[src/rtl/mjdc_pkg.sv]
// ----------------------------------------------------------------------------
// mjdc_pkg
// Types, constants and the month offset table for the MJD to calendar block.
// ----------------------------------------------------------------------------
package mjdc_pkg;

  // Internal date path is sized for the widest supported day number.
  localparam int MJD_W = 23;
  localparam int B_W   = 24;
  localparam int N1_W  = 28;
  localparam int C_W   = 15;
  localparam int CM_W  = 26;
  localparam int X_W   = 9;
  localparam int N2_W  = 23;
  localparam int E_W   = 4;

  // Julian day offset: MJD to JD plus the Gregorian correction term.
  localparam int B_OFFSET   = 2400001 + 1537;
  // Year estimate works on 20*b - 20*122.1 over 20*365.25.
  localparam int YEAR_SCALE = 20;
  localparam int YEAR_BIAS  = 2442;
  localparam int N1_OFFSET  = YEAR_SCALE * B_OFFSET - YEAR_BIAS;

  // Reciprocal divide by 7305, exact for numerators below 2^28.
  localparam int C_DIV     = 7305;
  localparam int C_SHIFT   = 41;
  localparam int C_RECIP_W = 29;
  localparam logic [63:0] C_RECIP_FULL =
    ((64'd1 << C_SHIFT) + 64'(C_DIV) - 64'd1) / 64'(C_DIV);
  localparam logic [C_RECIP_W-1:0] C_RECIP = C_RECIP_FULL[C_RECIP_W-1:0];
  localparam int P1_W = N1_W + C_RECIP_W;

  // Four-year cycle length in days.
  localparam int D_MUL = 1461;

  // Reciprocal divide by 306001, exact for numerators below 2^23.
  localparam int E_SCALE   = 10000;
  localparam int E_DIV     = 306001;
  localparam int E_SHIFT   = 42;
  localparam int E_RECIP_W = 24;
  localparam logic [63:0] E_RECIP_FULL =
    ((64'd1 << E_SHIFT) + 64'(E_DIV) - 64'd1) / 64'(E_DIV);
  localparam logic [E_RECIP_W-1:0] E_RECIP = E_RECIP_FULL[E_RECIP_W-1:0];
  localparam int P2_W = N2_W + E_RECIP_W;

  localparam int YEAR_BASE  = 4715;
  localparam int MONTH_WRAP = 14;
  localparam int MARCH      = 3;

  localparam int HOURS_PER_DAY   = 24;
  localparam int MINS_PER_HOUR   = 60;
  localparam int SECS_PER_MINUTE = 60;

  localparam int YEAR_W  = 13;
  localparam int MONTH_W = 4;
  localparam int DAY_W   = 5;
  localparam int HOUR_W  = 5;
  localparam int MIN_W   = 6;
  localparam int SEC_W   = 6;
  localparam int SUB_W   = 32;

  // Register stages in the date and time paths, and the port-to-port latency.
  localparam int PIPE_STAGES = 5;
  localparam int LATENCY     = PIPE_STAGES + 1;

  typedef struct packed {
    logic               neg;
    logic [YEAR_W-1:0]  year;
    logic [MONTH_W-1:0] month;
    logic [DAY_W-1:0]   day;
  } mjdc_date_t;

  typedef struct packed {
    logic [HOUR_W-1:0] hour;
    logic [MIN_W-1:0]  minute;
    logic [SEC_W-1:0]  second;
    logic [SUB_W-1:0]  sub;
  } mjdc_tod_t;

  // floor(30.6001 * e): days before the month selected by e.
  function automatic logic [X_W-1:0] month_offset(input logic [E_W-1:0] e);
    logic [X_W-1:0] r;
    case (e)
      4'd0:    r = 9'd0;
      4'd1:    r = 9'd30;
      4'd2:    r = 9'd61;
      4'd3:    r = 9'd91;
      4'd4:    r = 9'd122;
      4'd5:    r = 9'd153;
      4'd6:    r = 9'd183;
      4'd7:    r = 9'd214;
      4'd8:    r = 9'd244;
      4'd9:    r = 9'd275;
      4'd10:   r = 9'd306;
      4'd11:   r = 9'd336;
      4'd12:   r = 9'd367;
      4'd13:   r = 9'd397;
      4'd14:   r = 9'd428;
      4'd15:   r = 9'd459;
      default: r = 9'd0;
    endcase
    return r;
  endfunction

endpackage

[src/rtl/mjd_to_calendar.sv]
// ----------------------------------------------------------------------------
// mjd_to_calendar
// Modified Julian Date and day fraction to Gregorian date and time of day.
// ----------------------------------------------------------------------------
// Channel   Direction  Handshake            Payload
// input     in         start / busy         in_mjd_day, in_day_fraction
// result    out        out_strobe (1 cycle) out_status, out_cal_*, out_*_of_*,
//                                           out_whole_second, out_sub_second
//
// One item is taken per cycle while busy is low. Each result passes through the
// five-stage date path (two reciprocal multiplies) and then the output register
// before it is on the result ports.
// busy is high only while reset is held and until a clock edge sees reset released.
// The result cannot be held off, so the pipeline never stalls.
// A negative day number returns status 1 with all other fields zero.
// ----------------------------------------------------------------------------
module mjd_to_calendar import mjdc_pkg::*; #(
  parameter int DAY_BITS      = 21,
  parameter int FRACTION_BITS = 32
) (
  input  logic                       clk,
  input  logic                       rst_n,
  input  logic                       start,
  output logic                       busy,
  input  logic signed [DAY_BITS-1:0] in_mjd_day,
  input  logic [FRACTION_BITS-1:0]   in_day_fraction,
  output logic                       out_strobe,
  output logic                       out_status,
  output logic [YEAR_W-1:0]          out_cal_year,
  output logic [MONTH_W-1:0]         out_cal_month,
  output logic [DAY_W-1:0]           out_cal_day,
  output logic [HOUR_W-1:0]          out_hour_of_day,
  output logic [MIN_W-1:0]           out_minute_of_hour,
  output logic [SEC_W-1:0]           out_whole_second,
  output logic [SUB_W-1:0]           out_sub_second
);

  logic                   busy_r;
  logic                   accept;
  logic [PIPE_STAGES-1:0] vld_r;
  logic [PIPE_STAGES-1:0] vld_nxt;
  mjdc_date_t             date;
  mjdc_tod_t              tod;

  assign accept  = start && !busy_r;
  assign vld_nxt = {vld_r[PIPE_STAGES-2:0], accept};

  always_ff @(posedge clk) begin
    if (!rst_n) begin
      busy_r <= 1'b1;
      vld_r  <= '0;
    end else begin
      busy_r <= 1'b0;
      vld_r  <= vld_nxt;
    end
  end

  mjdc_date #(
    .DAY_BITS (DAY_BITS)
  ) u_date (
    .clk     (clk),
    .mjd_day (in_mjd_day),
    .date    (date)
  );

  mjdc_time #(
    .FRACTION_BITS (FRACTION_BITS)
  ) u_time (
    .clk          (clk),
    .day_fraction (in_day_fraction),
    .tod          (tod)
  );

  // Output register; a rejected item clears every field but status.
  logic                out_strobe_r;
  logic                status_r;
  logic [YEAR_W-1:0]   year_r;
  logic [MONTH_W-1:0]  month_r;
  logic [DAY_W-1:0]    day_r;
  logic [HOUR_W-1:0]   hour_r;
  logic [MIN_W-1:0]    minute_r;
  logic [SEC_W-1:0]    second_r;
  logic [SUB_W-1:0]    sub_r;

  always_ff @(posedge clk) begin
    if (!rst_n) begin
      out_strobe_r <= 1'b0;
    end else begin
      out_strobe_r <= vld_r[PIPE_STAGES-1];
    end
  end

  always_ff @(posedge clk) begin
    status_r <= date.neg;
    if (date.neg) begin
      year_r   <= '0;
      month_r  <= '0;
      day_r    <= '0;
      hour_r   <= '0;
      minute_r <= '0;
      second_r <= '0;
      sub_r    <= '0;
    end else begin
      year_r   <= date.year;
      month_r  <= date.month;
      day_r    <= date.day;
      hour_r   <= tod.hour;
      minute_r <= tod.minute;
      second_r <= tod.second;
      sub_r    <= tod.sub;
    end
  end

  assign busy               = busy_r;
  assign out_strobe         = out_strobe_r;
  assign out_status         = status_r;
  assign out_cal_year       = year_r;
  assign out_cal_month      = month_r;
  assign out_cal_day        = day_r;
  assign out_hour_of_day    = hour_r;
  assign out_minute_of_hour = minute_r;
  assign out_whole_second   = second_r;
  assign out_sub_second     = sub_r;

endmodule

[src/rtl/mjdc_date.sv]
// ----------------------------------------------------------------------------
// mjdc_date
// Five-stage date pipeline: day number to Gregorian year, month and day.
// ----------------------------------------------------------------------------
module mjdc_date import mjdc_pkg::*; #(
  parameter int DAY_BITS = 21
) (
  input  logic                       clk,
  input  logic signed [DAY_BITS-1:0] mjd_day,
  output mjdc_date_t                 date
);

  // Stage 1: Julian day base and scaled year numerator.
  logic [MJD_W-1:0] mag;
  logic [B_W-1:0]   b_nxt;
  logic [N1_W-1:0]  n1_nxt;
  logic             neg1_r;
  logic [B_W-1:0]   b1_r;
  logic [N1_W-1:0]  n1_r;

  assign mag    = MJD_W'(mjd_day[DAY_BITS-2:0]);
  assign b_nxt  = B_W'(mag) + B_W'(B_OFFSET);
  assign n1_nxt = N1_W'(mag) * N1_W'(YEAR_SCALE) + N1_W'(N1_OFFSET);

  always_ff @(posedge clk) begin
    neg1_r <= mjd_day[DAY_BITS-1];
    b1_r   <= b_nxt;
    n1_r   <= n1_nxt;
  end

  // Stage 2: reciprocal product for the year count.
  logic [P1_W-1:0] prod1_nxt;
  logic [P1_W-1:0] prod1_r;
  logic            neg2_r;
  logic [B_W-1:0]  b2_r;

  assign prod1_nxt = P1_W'(n1_r) * P1_W'(C_RECIP);

  always_ff @(posedge clk) begin
    neg2_r  <= neg1_r;
    b2_r    <= b1_r;
    prod1_r <= prod1_nxt;
  end

  // Stage 3: year count c and 1461*c.
  logic [C_W-1:0]  c_nxt;
  logic [CM_W-1:0] cm_nxt;
  logic [C_W-1:0]  c3_r;
  logic [CM_W-1:0] cm3_r;
  logic            neg3_r;
  logic [B_W-1:0]  b3_r;

  assign c_nxt  = prod1_r[C_SHIFT +: C_W];
  assign cm_nxt = CM_W'(c_nxt) * CM_W'(D_MUL);

  always_ff @(posedge clk) begin
    neg3_r <= neg2_r;
    b3_r   <= b2_r;
    c3_r   <= c_nxt;
    cm3_r  <= cm_nxt;
  end

  // Stage 4: day within the shifted year, scaled for the month divide.
  logic [B_W-1:0]  diff;
  logic [X_W-1:0]  x_nxt;
  logic [N2_W-1:0] n2_nxt;
  logic [X_W-1:0]  x4_r;
  logic [N2_W-1:0] n2_r;
  logic [C_W-1:0]  c4_r;
  logic            neg4_r;

  // The day within the year always lands in 123 to 488, so nine bits hold it.
  assign diff   = b3_r - cm3_r[CM_W-1:2];
  assign x_nxt  = diff[X_W-1:0];
  assign n2_nxt = N2_W'(x_nxt) * N2_W'(E_SCALE);

  always_ff @(posedge clk) begin
    neg4_r <= neg3_r;
    c4_r   <= c3_r;
    x4_r   <= x_nxt;
    n2_r   <= n2_nxt;
  end

  // Stage 5: reciprocal product for the month index.
  logic [P2_W-1:0] prod2_nxt;
  logic [P2_W-1:0] prod2_r;
  logic [X_W-1:0]  x5_r;
  logic [C_W-1:0]  c5_r;
  logic            neg5_r;

  assign prod2_nxt = P2_W'(n2_r) * P2_W'(E_RECIP);

  always_ff @(posedge clk) begin
    neg5_r  <= neg4_r;
    c5_r    <= c4_r;
    x5_r    <= x4_r;
    prod2_r <= prod2_nxt;
  end

  // Final selection: month, day of month and year from the month index.
  logic [E_W-1:0]     e;
  logic [X_W-1:0]     dom;
  logic [MONTH_W-1:0] month;
  logic [C_W-1:0]     year_full;

  assign e     = prod2_r[E_SHIFT +: E_W];
  assign dom   = x5_r - month_offset(e);
  assign month = (e >= E_W'(MONTH_WRAP)) ? MONTH_W'(e - E_W'(MONTH_WRAP - 1))
                                         : MONTH_W'(e - E_W'(1));
  assign year_full = c5_r - C_W'(YEAR_BASE)
                   - ((month >= MONTH_W'(MARCH)) ? C_W'(1) : C_W'(0));

  assign date.neg   = neg5_r;
  assign date.year  = year_full[YEAR_W-1:0];
  assign date.month = month;
  assign date.day   = dom[DAY_W-1:0];

endmodule

[src/rtl/mjdc_time.sv]
// ----------------------------------------------------------------------------
// mjdc_time
// Time-of-day pipeline: three scaling stages, then delay to match the date path.
// ----------------------------------------------------------------------------
module mjdc_time import mjdc_pkg::*; #(
  parameter int FRACTION_BITS = 32
) (
  input  logic                     clk,
  input  logic [FRACTION_BITS-1:0] day_fraction,
  output mjdc_tod_t                tod
);

  localparam int FB        = FRACTION_BITS;
  localparam int H_W       = FB + 5;
  localparam int M_W       = FB + 6;
  localparam int TOD_DELAY = PIPE_STAGES - 3;

  // Stage 1: fraction times 24; the integer part is the hour.
  logic [H_W-1:0] p1_nxt;
  logic [H_W-1:0] p1_r;

  assign p1_nxt = H_W'(day_fraction) * H_W'(HOURS_PER_DAY);

  always_ff @(posedge clk) begin
    p1_r <= p1_nxt;
  end

  // Stage 2: remainder times 60 gives the minute.
  logic [M_W-1:0]    p2_nxt;
  logic [M_W-1:0]    p2_r;
  logic [HOUR_W-1:0] hr2_r;

  assign p2_nxt = M_W'(p1_r[FB-1:0]) * M_W'(MINS_PER_HOUR);

  always_ff @(posedge clk) begin
    p2_r  <= p2_nxt;
    hr2_r <= HOUR_W'(p1_r[H_W-1:FB]);
  end

  // Stage 3: remainder times 60 again gives the second and its fraction.
  logic [M_W-1:0]    p3_nxt;
  logic [M_W-1:0]    p3_r;
  logic [HOUR_W-1:0] hr3_r;
  logic [MIN_W-1:0]  mn3_r;
  mjdc_tod_t         tod3;

  assign p3_nxt = M_W'(p2_r[FB-1:0]) * M_W'(SECS_PER_MINUTE);

  always_ff @(posedge clk) begin
    p3_r  <= p3_nxt;
    hr3_r <= hr2_r;
    mn3_r <= MIN_W'(p2_r[M_W-1:FB]);
  end

  assign tod3.hour   = hr3_r;
  assign tod3.minute = mn3_r;
  assign tod3.second = SEC_W'(p3_r[M_W-1:FB]);
  assign tod3.sub    = SUB_W'(p3_r[FB-1:0]);

  // Delay line so the time of day lines up with the date result.
  mjdc_tod_t dly_r [TOD_DELAY];

  always_ff @(posedge clk) begin
    dly_r[0] <= tod3;
    for (int i = 1; i < TOD_DELAY; i++) begin
      dly_r[i] <= dly_r[i-1];
    end
  end

  assign tod = dly_r[TOD_DELAY-1];

endmodule

[config.mk]
export PLATFORM = sky130hd
export DESIGN_NAME = mjd_to_calendar
export DESIGN_NICKNAME = d
export VERILOG_FILES = /design/src/rtl/mjdc_pkg.sv /design/src/rtl/mjd_to_calendar.sv /design/src/rtl/mjdc_date.sv /design/src/rtl/mjdc_time.sv
export SDC_FILE = /design/constraint.sdc
export NUM_CORES = 2
export LEC_CHECK = 0
export BUFFER_PORTS_ARGS = -buffer_cell sky130_fd_sc_hd__buf_4
export CELL_PAD_IN_SITES_DETAIL_PLACEMENT = 2
export CELL_PAD_IN_SITES_GLOBAL_PLACEMENT = 2
export CORE_MARGIN = 1
export CORE_UTILIZATION = 44
export CTS_CLUSTER_DIAMETER = 40
export DETAILED_ROUTE_END_ITERATION = 16
export PLACE_DENSITY = 0.89
export SLEW_MARGIN = 10
export SYNTH_ARGS = -nofsm -noshare
export SYNTH_HDL_FRONTEND = slang
export SYNTH_SLANG_ARGS = --single-unit
[constraint.sdc]
create_clock -name clk -period 8.58 [get_ports clk]
set_input_delay 0.429 -clock clk [delete_from_list [all_inputs] [get_ports clk]]
set_output_delay 0.429 -clock clk [all_outputs]
set_load 0.01 [all_outputs]
==> summary.md <==
| Metric | Value |
|---|---|
| R2R depth | 22 |
| Setup slack after layout | 0.0659 ns |
| Relative slew margins | 25.5% |
| Total core area | slightly above 90000 um2 |
| Postcts setup bufs | 0 |
| Reg2Reg Launch Point | u_date.n1_r[19] |
| Worst skew pair latency | ~0.70 ns |
| CP required | roughly 9.2 ns |
| Port bufs | ~120 |
| Largest net degree at the start of global routing | 53 |
| Yosys top cell by area | fa_1 |
| Worst Path Max Fanout | 10 |
| Via-to-Cell Ratio | between 6 and 7 |
| Post-DP HPWL | ~120 mm |
| Worst hold path class | in -> reg |
| Final Skew | about 0.064 ns |
| Wire per inst | ~36 um |
| Setup crit end | u_date.prod1_r[52] |
| Netlist area before placement | roughly 40000 um2 |
| Placed inst area | between 40000 and 50000 um2 |
| Final std cells w/o fill | around 5200 |
| Synth warnings | 0 |
| Worst Tran Pin Value | 1.11 ns |
| Area Overhead vs Synth | 13.3% |
| Max Slew Vio Count | 0 |
| CP Cell Sequence | ha_1 > inv_1 > fa_1 > fa_1 > inv_1 > fa_1 > fa_1 > fa_1 > inv_1 > fa_1 > inv_1 > ha_1 > a21o_1 > a21o_1 > a2111oi_0 > nor3_1 > a211oi_1 > nand3_1 > a21oi_1 > o31ai_1 > a21oi_1 > xnor2_1 |
| Via count of the routed design | between 30000 and 40000 |
| Worst reg2reg path endpoint | u_date.prod1_r[52] |
| Syn Inst Count | about 3800 |
| Clock transition at path regs | roughly 0.060 ns |
| Post-synthesis sequential area ratio | between 20% and 30% |
| Cells after DPL | 5067 |
| Setup crit start | u_date.n1_r[19] |
| Num CTS Buffers | 80 |
| Worst path top cell family by delay | adder cells |
| Total wire length | ~190 mm |
| # setup viols final | 0 |
| Worst setup path category | reg -> reg |
| Vias in the first global route | slightly below 40000 |
| Die Height | between 300 and 400 um |
| CP most frequent cell | fa_1 |
| Iteration-0 DRC Markers | 2023 |
| Initial antenna violation count | 8 |
| Max frequency | between 0.1 and 0.15 GHz |
| Synth Register Bits | between 400 and 500 |
| EDFF count, synth | 0 |
| H-tree Lvls | 3 |
| CP max stage delay | 0.82 ns |
| First-pass GRT wire length | roughly 280 mm |
| Worst EP arrival | between 9 and 10 ns |
| Die ar. | approximately 93000 um2 |
| Area contributors post-synth | fa_1 32%, ha_1 21%, dfxtp_1 21%, inv_1 8.9%, xnor2_1 3.0% |
| Total GRT Usage | between 40% and 50% |
| IO Count | 130 |
| Status | complete, no violations |
| Rows | 110 |
| Final GP Congestion | roughly 0.93 |
| Chip width | roughly 310 um |
| Clock tree buffer depth | 3 |
| Post-synth top flop | dfxtp_1 |
| Post-synth ARST share | 0% |
| Final period util | 99.2% |
| Post-synth cell types | 74 |
| GRT overflow | 0 |
| Post-route ant nets | 0 |
| Share of cells above drive strength 1 | under 10% |
| Count of final hold-check violations | 0 |
| Post-Place Worst Slack | 0.851 ns |
| Fin nets | 5372 |
| RSZ-0062 raised after global routing | no |
| Period minus WS final | 8.51 ns |
| Critical path depth | 22 |
| Min-Delay Path Depth | 2 |
| Maxcap violations | 0 |
| CP Launch Type | register |
| CP endpoint kind | register |
| Clock sinks | between 400 and 500 |
| CTS tree | done |
| CTS Root Cell | clkbuf_16 |
| Drc violations | 0 |
| R2R Setup Slk | ~0.066 ns |
| Design Area, Final | between 40000 and 50000 um2 |
| Top cell type's share of synthesized area | a little under a third |
| Setup TNS Final | 0 ns |
| Critical path buffers and inverters | 4 |
| Drt first pass iters | 7 |
| CP max stage cell | dfxtp_1 |
| Avg Cell Area, Syn | between 10 and 15 um2 |
| Initial Util | 44.7% |
## Yosys cell counts (3+ instances only)
| master | n |
|---|---|
| o311ai_1 | 3 |
| nor3_1 | 27 |
| clkbuf_1 | 8 |
| xor2_1 | 55 |
| and3_1 | 14 |
| o21ai_0 | 75 |
| and2_1 | 11 |
| a21oi_1 | 146 |
| a41o_1 | 3 |
| a21o_1 | 81 |
| o211ai_1 | 6 |
| a211oi_1 | 12 |
| a41oi_1 | 5 |
| nor2_1 | 99 |
| or3_1 | 9 |
| a2111oi_0 | 5 |
| o21a_1 | 32 |
| nor3b_1 | 5 |
| buf_4 | 7 |
| a2bb2oi_1 | 5 |
| a221o_1 | 4 |
| ha_1 | 686 |
| inv_1 | 956 |
| nand3_1 | 28 |
| nand2_1 | 61 |
| nand2b_1 | 27 |
| o31ai_1 | 8 |
| o41ai_1 | 4 |
| nand4_1 | 13 |
| o21bai_1 | 23 |
| a31oi_1 | 12 |
| nor2b_1 | 63 |
| dfxtp_1 | 422 |
| xnor2_1 | 137 |
| a211o_1 | 9 |
| a21boi_0 | 4 |
| o2111ai_1 | 5 |
| fa_1 | 645 |
| or2_2 | 11 |
## logic make-up (layout without fill, tap and decap cells)
family                   after synthesis  after routing  synth area share [%]
AND/OR/NAND/NOR                      381            381                  4.80
multiplexers                           2              2                0.0495
XOR/XNOR                             194            194                  4.24
buffers and inverters                972           1243                  9.08
AO/OA/AOI/OAI                        471            471                  7.82
adder cells (fa/ha/maj)             1331           1331                  53.1
flip-flops                           422            422                  20.9
other                                  1              8               0.00927
## final cells by class
| type | instances | area [um2] |
|---|---|---|
| repair buffers | 139 | 1070 |
| inverters | 956 | 3590 |
| fillers | 8996 | 44700 |
| well taps | 1176 | 1470 |
| diodes | 1 | 2.50 |
| flip-flops and latches | 422 | 8460 |
| clock inverters | 58 | 801 |
| clock buffers | 90 | 2100 |
| multi-input cells | 2386 | 28400 |
## cell usage in the layout (no fill, tap or decap), types with 13 or more instances in the layout
cell type and instances:
buf_4 127, xor2_1 55, nand3_1 28, nand4_1 13, dfxtp_1 415, nor3_1 27, o21ai_0 75, a21oi_1 146
inv_6 13, ha_1 686, fa_1 645, o21bai_1 23, nor2b_1 63, a21o_1 81, nand2_1 61, nor2_1 99
inv_8 13, xnor2_1 137, o21a_1 32, and3_1 14, clkbuf_16 80, inv_1 956, nand2b_1 27
## per-stage QoR
step                util (%)  hold slack (ns)
finish                  50.6           0.0189
detailed placement      47.3            0.314
CTS                     50.6         0.000553
floorplan                  -            0.310
global placement        47.3            0.310
global route            50.6           0.0141
## worst min-delay path by stage
stage / startpoint / slack, ns / endpoint
final: in_mjd_day[3] / 0.02 / u_date.b1_r[3]
after detailed placement: u_time.hr3_r[1] / 0.31 / u_time.dly_r[0][45]
after global routing: in_mjd_day[3] / 0.01 / u_date.b1_r[3]
after floorplan: u_date.b1_r[0] / 0.31 / u_date.b2_r[0]
after CTS: in_mjd_day[3] / 0.0006 / u_date.b1_r[3]
after global placement: u_time.dly_r[0][17] / 0.31 / u_time.dly_r[1][17]
## layer usage
metal / part of all wire [%] / track usage, % / vias up
li1: - / - / 12300
met1: 32 / 38.4 / 16100
met2: 50 / 71.4 / 1981
met3: 6.7 / 11.1 / 1252
met4: 12 / 41.7 / 8
met5: 0.029 / 0.0517 / -
## sequential cells by signal, summed over array words and instances (netlist names), 6 cells and up, named ones only
name	flops
u_date.c5_r	13
u_date.b1_r	9
u_time.p2_r	33
u_time.mn3_r	6
u_date.prod1_r	13
out_minute_of_hour	6
u_date.c3_r	13
out_sub_second	25
u_date.b3_r	9
u_time.p1_r	34
u_date.n1_r	25
u_date.n2_r	15
out_cal_year	13
out_whole_second	6
u_date.c4_r	13
u_date.cm3_r	9
u_date.b2_r	9
u_time.dly_r	84
u_time.p3_r	31
## what timing repair did
action / in CTS / in global routing
hold buffers: 12 / 0
hold endpoints to repair: 17 / 0
endpoints found under the setup margin: 0 / 2
resized for setup: 0 / 6
Power is left out: the tool's default activity adds up to more than one toggle a clock period on the data nets, which glitch-free logic cannot reach.
